<file path="config.mk">
export PLATFORM = sky130hd
export DESIGN_NAME = lbdf_ctrl
export DESIGN_NICKNAME = d
export VERILOG_FILES = /design/src/rtl/lbdf_pkg.sv /design/src/rtl/lbdf_ctrl.sv
export SDC_FILE = /design/constraint.sdc
export NUM_CORES = 1
export LEC_CHECK = 0
export ABC_AREA = 1
export BUFFER_PORTS_ARGS = -buffer_cell sky130_fd_sc_hd__buf_4
export CAP_MARGIN = 20
export CORE_AREA = 2 2 39 41
export CTS_CLUSTER_DIAMETER = 50
export DETAILED_ROUTE_END_ITERATION = 6
export DIE_AREA = 0 0 41 43
export HOLD_SLACK_MARGIN = 0.15
export PLACE_DENSITY = 0.6
export SLEW_MARGIN = 40
export SYNTH_ARGS = -nofsm -noshare
export SYNTH_HDL_FRONTEND = slang
export SYNTH_SLANG_ARGS = --single-unit
</file>
<file path="constraint.sdc">
create_clock -name clock -period 1.3 [get_ports clock]
set_clock_uncertainty 0.1 [all_clocks]
set_input_delay 0 -clock clock [delete_from_list [all_inputs] [get_ports clock]]
set_output_delay 0 -clock clock [all_outputs]
set_load 0.05 [all_outputs]
</file>
<file path="src/rtl/lbdf_pkg.sv">
// shared types, constants and codes of the luminance bloom disk filter
package lbdf_pkg;

   localparam int MAX_RADIUS_DEF = 8;
   localparam int MAX_WIDTH_DEF  = 1024;
   localparam int MAX_HEIGHT_DEF = 1024;

   localparam int CSR_INDEX_W = 3;
   localparam int CSR_DATA_W  = 24;

   localparam logic [15:0] RST_WEIGHT_RED   = 16'd19595;
   localparam logic [15:0] RST_WEIGHT_GREEN = 16'd38470;
   localparam logic [15:0] RST_WEIGHT_BLUE  = 16'd7471;
   localparam logic [15:0] RST_THRESHOLD    = 16'd4096;
   localparam logic [23:0] RST_GAIN         = 24'd1304;
   localparam logic [3:0]  RST_RADIUS       = 4'd4;
   localparam logic [10:0] RST_WIDTH        = 11'd1024;
   localparam logic [10:0] RST_HEIGHT       = 11'd1024;

   typedef enum logic [CSR_INDEX_W-1:0] {
      REG_LUMA_WEIGHT_RED   = 3'd0,
      REG_LUMA_WEIGHT_GREEN = 3'd1,
      REG_LUMA_WEIGHT_BLUE  = 3'd2,
      REG_GLOW_THRESHOLD    = 3'd3,
      REG_GLOW_GAIN         = 3'd4,
      REG_DISK_RADIUS       = 3'd5,
      REG_FRAME_WIDTH       = 3'd6,
      REG_FRAME_HEIGHT      = 3'd7
   } csr_index_type;

   typedef struct packed {
      logic [15:0] weight_red;
      logic [15:0] weight_green;
      logic [15:0] weight_blue;
      logic [15:0] threshold;
      logic [23:0] gain;
      logic [3:0]  radius;
      logic [10:0] width;
      logic [10:0] height;
   } cfg_type;

   typedef enum logic [3:0] {
      ST_IDLE, ST_LUMA_R, ST_LUMA_G, ST_LUMA_B, ST_CLAMP, ST_DIV, ST_MUL_FACTOR,
      ST_MUL_GAIN, ST_STORE, ST_FETCH, ST_DISK, ST_DRAIN, ST_EMIT
   } state_type;

   typedef enum logic [3:0] {
      OP_NONE, OP_ACCEPT, OP_LUMA_R, OP_LUMA_G, OP_LUMA_B, OP_CLAMP, OP_DIV,
      OP_MUL_FACTOR, OP_MUL_GAIN, OP_STORE, OP_FETCH, OP_DISK, OP_DRAIN, OP_EMIT
   } op_type;

   typedef struct packed {
      op_type op;
   } cmd_type;

   typedef struct packed {
      logic full_factor;
      logic div_last;
      logic emit;
      logic disk_last;
      logic out_free;
   } sts_type;

endpackage

</file>
<file path="src/rtl/lbdf_ctrl.sv">
// sequencer that steps one pixel through the datapath
module lbdf_ctrl (
   input  logic              clock,
   input  logic              reset,
   input  logic              req_valid,
   output logic              req_ready,
   input  lbdf_pkg::sts_type sts,
   output lbdf_pkg::cmd_type cmd
);
   lbdf_pkg::state_type state_ff, state_in;

   always_ff @(posedge clock) begin
      if (reset) begin
         state_ff <= lbdf_pkg::ST_IDLE;
      end else begin
         state_ff <= state_in;
      end
   end

   always_comb begin
      state_in  = state_ff;
      cmd.op    = lbdf_pkg::OP_NONE;
      req_ready = 1'b0;
      case (state_ff)
         lbdf_pkg::ST_IDLE: begin
            req_ready = 1'b1;
            if (req_valid) begin
               cmd.op   = lbdf_pkg::OP_ACCEPT;
               state_in = lbdf_pkg::ST_LUMA_R;
            end
         end
         lbdf_pkg::ST_LUMA_R: begin
            cmd.op   = lbdf_pkg::OP_LUMA_R;
            state_in = lbdf_pkg::ST_LUMA_G;
         end
         lbdf_pkg::ST_LUMA_G: begin
            cmd.op   = lbdf_pkg::OP_LUMA_G;
            state_in = lbdf_pkg::ST_LUMA_B;
         end
         lbdf_pkg::ST_LUMA_B: begin
            cmd.op   = lbdf_pkg::OP_LUMA_B;
            state_in = lbdf_pkg::ST_CLAMP;
         end
         lbdf_pkg::ST_CLAMP: begin
            cmd.op   = lbdf_pkg::OP_CLAMP;
            state_in = lbdf_pkg::ST_DIV;
         end
         lbdf_pkg::ST_DIV: begin
            if (sts.full_factor) begin
               state_in = lbdf_pkg::ST_MUL_FACTOR;
            end else begin
               cmd.op = lbdf_pkg::OP_DIV;
               if (sts.div_last) begin
                  state_in = lbdf_pkg::ST_MUL_FACTOR;
               end
            end
         end
         lbdf_pkg::ST_MUL_FACTOR: begin
            cmd.op   = lbdf_pkg::OP_MUL_FACTOR;
            state_in = lbdf_pkg::ST_MUL_GAIN;
         end
         lbdf_pkg::ST_MUL_GAIN: begin
            cmd.op   = lbdf_pkg::OP_MUL_GAIN;
            state_in = lbdf_pkg::ST_STORE;
         end
         lbdf_pkg::ST_STORE: begin
            cmd.op   = lbdf_pkg::OP_STORE;
            state_in = lbdf_pkg::ST_FETCH;
         end
         lbdf_pkg::ST_FETCH: begin
            cmd.op   = lbdf_pkg::OP_FETCH;
            state_in = sts.emit ? lbdf_pkg::ST_DISK : lbdf_pkg::ST_IDLE;
         end
         lbdf_pkg::ST_DISK: begin
            cmd.op = lbdf_pkg::OP_DISK;
            if (sts.disk_last) begin
               state_in = lbdf_pkg::ST_DRAIN;
            end
         end
         lbdf_pkg::ST_DRAIN: begin
            cmd.op   = lbdf_pkg::OP_DRAIN;
            state_in = lbdf_pkg::ST_EMIT;
         end
         lbdf_pkg::ST_EMIT: begin
            if (sts.out_free) begin
               cmd.op   = lbdf_pkg::OP_EMIT;
               state_in = lbdf_pkg::ST_IDLE;
            end
         end
         default: begin
            state_in = lbdf_pkg::ST_IDLE;
         end
      endcase
   end
endmodule

</file>
==> impl_results.md, run 1 <==
* Via count at 526
* Initial antenna violation count at 0
* GR Util All Layers at 0.153
* Largest net degree at the start of global routing at 8
* Int Pwr at 842 uW
* Clock Pin Slew Worst Setup and Hold Paths at 0.04 ns
* RSZ-0062 raised after global routing: yes
* Reg power frac at 0.180
* Max H-tree Level at 1
* Clk_lat worst skew at approximately 0.23 ns
* Psw at 1.12 mW
* Largest regs: state_ff (4)
* Setup violations, final at 3
* Critical setup path kind: flip-flop to output pin
* Crit path time final at 1.33 ns
* Comb pwr share at 0.741
* Final Net Count at roughly 110
* Switching part of the total at 0.570
* HP Start: req_valid
* Library cells used by synthesis at 17
* Worst r2r src: state_ff[0]
* # diodes at 0
* Remaining Overflow, GRT at 0
* Setup crit start kind: flip-flop
* Worst hold path endpoint: state_ff[0]
* Post-Synthesis Cells at just under 80
* Ports at 13
* Cts bufs inserted at 3
* Residual DRC at 0
* Worst-case clock buffer depth at 2
* Worst-Margin Slew at 0.190 ns
* VDD IR-drop max at 0.00111 V
* DR iter-0 viols at 8
* Fin crit share at 1.02
* Leakage at 0.381 nW
* Synthesized Nets at 87
* Hold depth at 7
* Initial Utilization at 0.307
* Final worst setup slack at -0.0309 ns
* Worst flop-to-flop path endpoint: state_ff[1]
* Power Density at 2760 mW/mm^2
* Clock network fraction of design power at 0.079
* Vias in the first global route at 475
* Total core area at 0.00138 sq mm
* R2r setup slk at around 0.03 ns
* Layout cells sized above 1 at 0.436
* Synth Register Bits at 4
* Total power at 1.96 mW
* Row Count at 14
* Critical Path AT at roughly 1.2 ns
* Register with the most flip-flops: state_ff
* Normalized max-slew margin at 0.873
* Routability-driven placement congestion ratio at 0.756
* Max Cap Viol at 0
* CP startpoint: state_ff[2]
* Die footprint at 0.00176 sq mm
* DRT Pass-1 Iters at 4
* Die H at 43 microns
* CTS tree: done
* Area growth syn-to-layout at 66.8%
* Root Buffer: clkbuf_4
* Port bufs at 12
* DIE WIDTH at 41 microns
* Synth warn at 0
* Syn avg cell area at 5.38 sq um
* Critical path data required time at 1.20 ns
* HPWL after DPL at roughly 780 microns
* Vias per inst at between 4 and 5
* Outcome: complete, but fails checks
* Seq/Total Area, Yosys at 0.188
* Slew Limit Fails at 0
* Failing checks: negative setup slack
* Largest fanout on the critical path at 7
* Peak Freq at roughly 750 MHz
* Post-Syn Area at around 430 sq um
* Max FFs per register at 4
* Wirelength, routed at 1.13 mm
* First-pass GRT wire length at about 1.9 mm
* Final Hold Vio Count at 0
* R2R depth at 8
* Worst Hold Class: input port to flip-flop
* Worst hold margin at ~0.18 ns
* CTS sink count at 4
* Drt wl/cell at just under 10 microns
* Final antenna-violating net count at 0
* CP endpoint kind: output pin
## per-stage QoR
stage               TNS, ns  setup slack, ns  cells  utilization  instance area, sq um
floorplan            -0.164           -0.164     79            -                   435
global placement          0           0.0198    107        0.394                   546
detailed placement        0           0.0102    107        0.394                   546
CTS                 -0.0234          -0.0178    117        0.499                   691
global route         -0.409           -0.100    117        0.513                   709
finish              -0.0684          -0.0309    117        0.513                   709
## cells by family after synthesis
kind of cell           share of synthesized area
AO/OA/AOI/OAI                             0.0647
buffers and inverters                      0.132
flip-flops                                 0.188
AND/OR/NAND/NOR                            0.615
## layout make-up
| class | count | area [sq um] |
|---|---|---|
| sequential | 4 | 95.1 |
| multi-input combinational | 60 | 342 |
| inverter | 15 | 63.8 |
| fill | 150 | 674 |
| tap | 16 | 20.0 |
| timing repair buffer | 19 | 166 |
| clock buffer | 3 | 22.5 |
## cell usage in the layout (no fill, tap or decap), types with 2 or more instances in the layout
cell type / n
nand2_1: 23
nor2_1: 12
buf_4: 11
inv_1: 10
nor2_4: 5
nand2_2: 5
nand3_2: 5
dlygate4sd3_1: 5
dfxtp_4: 4
inv_2: 3
clkbuf_4: 3
buf_6: 3
o211ai_1: 2
## power by group through the flow
stage / sequential, mW / clock [mW] / combinational (mW)
floorplan: 0.263 / 0 / 0.971
global placement: 0.279 / 0 / 1.25
detailed placement: 0.284 / 0 / 1.25
CTS: 0.341 / 0.164 / 1.39
global route: 0.363 / 0.171 / 1.56
finish: 0.353 / 0.154 / 1.45
## layer usage
metal	track usage	vias to the layer above	wire [microns]
li1	-	286	-
met1	0.190	232	507
met2	0.234	8	588
met3	0.0314	0	33
met4	0.0800	0	0
met5	0	-	0
## Yosys cell counts (all sizes together)
cell / n / area share
a21oi: 1 / 0.012
clkinv: 1 / 0.0088
dfxtp: 4 / 0.19
inv: 14 / 0.12
nand2: 29 / 0.28
nand3: 5 / 0.11
nand4: 1 / 0.015
nor2: 18 / 0.18
nor3: 2 / 0.024
o211ai: 2 / 0.035
o21bai: 1 / 0.018
or2: 1 / 0.015
## worst max-delay path by stage
stage                        to  slack, ns  cells past startpoint
finish                   cmd[0]      -0.03                      6
global route             cmd[1]       -0.1                      7
CTS                      cmd[0]      -0.02                      4
detailed placement  state_ff[1]       0.01                      9
global placement    state_ff[1]       0.02                      8
floorplan                cmd[0]      -0.16                      3
## critical path: stages (launching register included)
cell and delay (ns):
dfxtp_4 0.38, nand2_2 0.09, clkinv_4 0.07, nor2_4 0.10, nand2_1 0.06, o211ai_1 0.07, buf_4 0.22
## timing repair
action                     in CTS  in global routing
setup endpoints to repair       4                  7
setup buffers                   2                  0
pin swaps                       3                  2
resized for setup              19                  5
hold buffers                    5                  0
hold endpoints to repair        4                  0
No activity file was read; power rests on OpenSTA's default activity.
==> run 2, diff against run 1 <==
==> constraint.sdc (replaced) <==
create_clock -name clock -period 1.3 [get_ports clock]
set_clock_uncertainty 0.1 [all_clocks]
set_input_delay 0.065 -clock clock [delete_from_list [all_inputs] [get_ports clock]]
set_output_delay 0.065 -clock clock [all_outputs]
set_load 0.05 [all_outputs]
==> impl_results.md, run 2 (synthesis gave the netlist of run 1 again) <==
* Wirelength, routed at 1.19 mm (was 1.13 mm)
* First-pass GRT wire length at 1.99 mm (was 1.86 mm)
* GR peak layer: met2 (unchanged)
* Ports at 13 (unchanged)
* Max H-tree Level at 1 (unchanged)
* # diodes at 0 (unchanged)
* End point of the critical path: cmd[0] (unchanged)
* Row Count at 14 (unchanged)
* DIE WIDTH at 41 microns (unchanged)
* Critical setup path kind: flip-flop to output pin (unchanged)
* Worst-case clock buffer depth at 2 (unchanged)
* Layout cells sized above 1 at 0.529 (was 0.436)
* Remaining Overflow, GRT at 0 (unchanged)
* Crit path time final at 1.39 ns (was 1.33 ns)
* Routability-driven placement congestion ratio at 0.747 (was 0.756)
* CP endpoint kind: output pin (unchanged)
* VDD IR-drop max at 0.00114 V (was 0.00111 V)
* Largest net degree at the start of global routing at 8 (unchanged)
* Vias in the first global route at 501 (was 475)
* Slew Limit Fails at 0 (unchanged)
* Area growth syn-to-layout at 76.8% (was 66.8%)
* Final Net Count at 112 (was 111)
* Worst flop-to-flop path endpoint: state_ff[1] (unchanged)
* Cts bufs inserted at 3 (unchanged)
* Residual DRC at 0 (unchanged)
* Peak Freq at 721 MHz (was 751 MHz)
* Inst Count DP at 108 (was 107)
* Total power at 2.12 mW (was 1.96 mW)
* Largest fanout on the critical path at 7 (unchanged)
* Initial Utilization at 0.307 (unchanged)
* Worst r2r src: state_ff[3] (was state_ff[0])
* Final Hold Vio Count at 0 (unchanged)
* R2R depth at 10 (was 8)
* Worst-Margin Slew at 0.236 ns (was 0.190 ns)
* Normalized max-slew margin at 0.842 (was 0.873)
* HPWL after DPL at 785 microns (was 777 microns)
* Die footprint at 0.00176 sq mm (unchanged)
* Failing checks: negative setup slack (unchanged)
* Most frequent cells in the layout: nand2_1 (22), buf_4 (14), inv_1 (9), nor2_1 (9) (was nand2_1 (23), nor2_1 (12), buf_4 (11))
* Finished Layout Cells at 118 (was 117)
* Root Buffer: clkbuf_4 (unchanged)
* M2 GR Usage at 0.238 (was 0.234)
* Fin crit share at 1.07 (was 1.02)
* Max Cap Viol at 0 (unchanged)
* Hold depth at 7 (unchanged)
* CTS sink count at 4 (unchanged)
* Power Density at 2820 mW/mm^2 (was 2760 mW/mm^2)
* Register with the most flip-flops: state_ff (unchanged)
* GR Util All Layers at 0.161 (was 0.153)
* Clock Pin Slew Worst Setup and Hold Paths at 0.04 ns (about the same)
* Met3 usage at 0.0314 (unchanged)
* Worst hold margin at 0.195 ns (was 0.182 ns)
* Total core area at 0.00138 sq mm (unchanged)
* Vias per inst at 4.53 (was 4.50)
* Critical Path AT at 1.22 ns (was 1.23 ns)
* Port bufs at 12 (unchanged)
* DR iter-0 viols at 1 (was 8)
* Via count at 535 (was 526)
* Initial antenna violation count at 0 (unchanged)
* RSZ-0062 raised after global routing: yes (unchanged)
* Fill cell count at 149 (was 150)
* Leading cell type in the layout, fill and taps excluded: nand2_1 (unchanged)
* Final worst setup slack at -0.0867 ns (was -0.0309 ns)
* R2r setup slk at -0.04 ns (was 0.03 ns)
* Worst Hold Class: input port to flip-flop (unchanged)
* Setup crit start kind: flip-flop (unchanged)
* Final antenna-violating net count at 0 (unchanged)
* Critical path data required time at 1.13 ns (was 1.20 ns)
* Clk_lat worst skew at 0.23 ns (about the same)
* Post-Place Setup Slack at 0.00725 ns (was 0.0102 ns)
* CTS tree: done (unchanged)
* Area of the multi-input gates at 382 sq um (was 342 sq um)
* Leakage at 0.405 nW (was 0.381 nW)
* Largest regs: state_ff (4) (unchanged)
* Drt wl/cell at 10.1 microns (was 9.65 microns)
* Max FFs per register at 4 (unchanged)
* Met1 GRT Util at 0.215 (was 0.190)
* Seq. cell area at 95.1 sq um (unchanged)
* Outcome: complete, but fails checks (unchanged)
* Setup violations, final at 6 (was 3)
* DRT Pass-1 Iters at 2 (was 4)
* Die H at 43 microns (unchanged)
* CP startpoint: state_ff[2] (unchanged)
-- run 2: cell count changes in the layout (fill, tap and decap cells not counted), moves of 2 or more --
cell	change
nor2_1	-3
nand2_4	+3
nand2_2	-2
dlygate4sd3_1	-4
nor2_2	+3
buf_6	+2
nand3_4	+2
buf_4	+3
nand3_2	-2
-- run 2: layer usage --
metal | part of all wire | vias up | routed length, microns
met3 | 0.024 | 0 | 29
met5 | 0 | - | 0
met4 | 0 | 0 | 0
met2 | 0.55 | 8 | 652
li1 | - | 289 | -
met1 | 0.43 | 238 | 507
-- run 2: worst max-delay path, cell delays in order, from the launching register on --
cell	delay [ns]
dfxtp_4	0.42
nand2_4	0.06
inv_4	0.07
nand3_2	0.09
o211ai_1	0.11
buf_4	0.23
-- run 2: metrics by stage --
stage | util | setup TNS [ns] | area [sq um]
floorplan | - | -0.229 | 435
CTS | 0.490 | -0.297 | 678
global route | 0.543 | -0.900 | 752
detailed placement | 0.400 | 0 | 553
global placement | 0.400 | -0.00638 | 553
finish | 0.543 | -0.341 | 752
-- run 2: how the worst min path moves through the flow --
stage                     startpoint     endpoint  slack (ns)
after floorplan                reset  state_ff[1]        0.14
after global placement         reset  state_ff[1]        0.25
after detailed placement       reset  state_ff[1]        0.26
after CTS                     sts[2]  state_ff[3]        0.18
after global routing          sts[2]  state_ff[3]        0.26
final                         sts[2]  state_ff[1]        0.19
-- run 2: timing repair --
| item | in CTS | in global routing |
|---|---|---|
| gates resized for setup | 18 | 18 |
| endpoints found under the hold margin | 4 | 0 |
| setup endpoints to repair | 5 | 8 |
| buffers inserted | 5 | 1 |
| hold buffers | 1 | 0 |
| pin swaps | 4 | 9 |
-- run 2: area by class of cell --
cell class,instances,share of cell area
Multi-Input combinational cell,60,0.507
Timing Repair Buffer,20,0.228
Sequential cell,4,0.126
Inverter,15,0.0815
Clock buffer,3,0.0300
Tap cell,16,0.0266
-- run 2: power by group --
part / internal, mW / leakage (nW) / switching [mW]
sequential: 0.211 / 0.0356 / 0.163
clock: 0.103 / 0.0138 / 0.0454
combinational: 0.623 / 0.356 / 0.978
total: 0.936 / 0.405 / 1.19
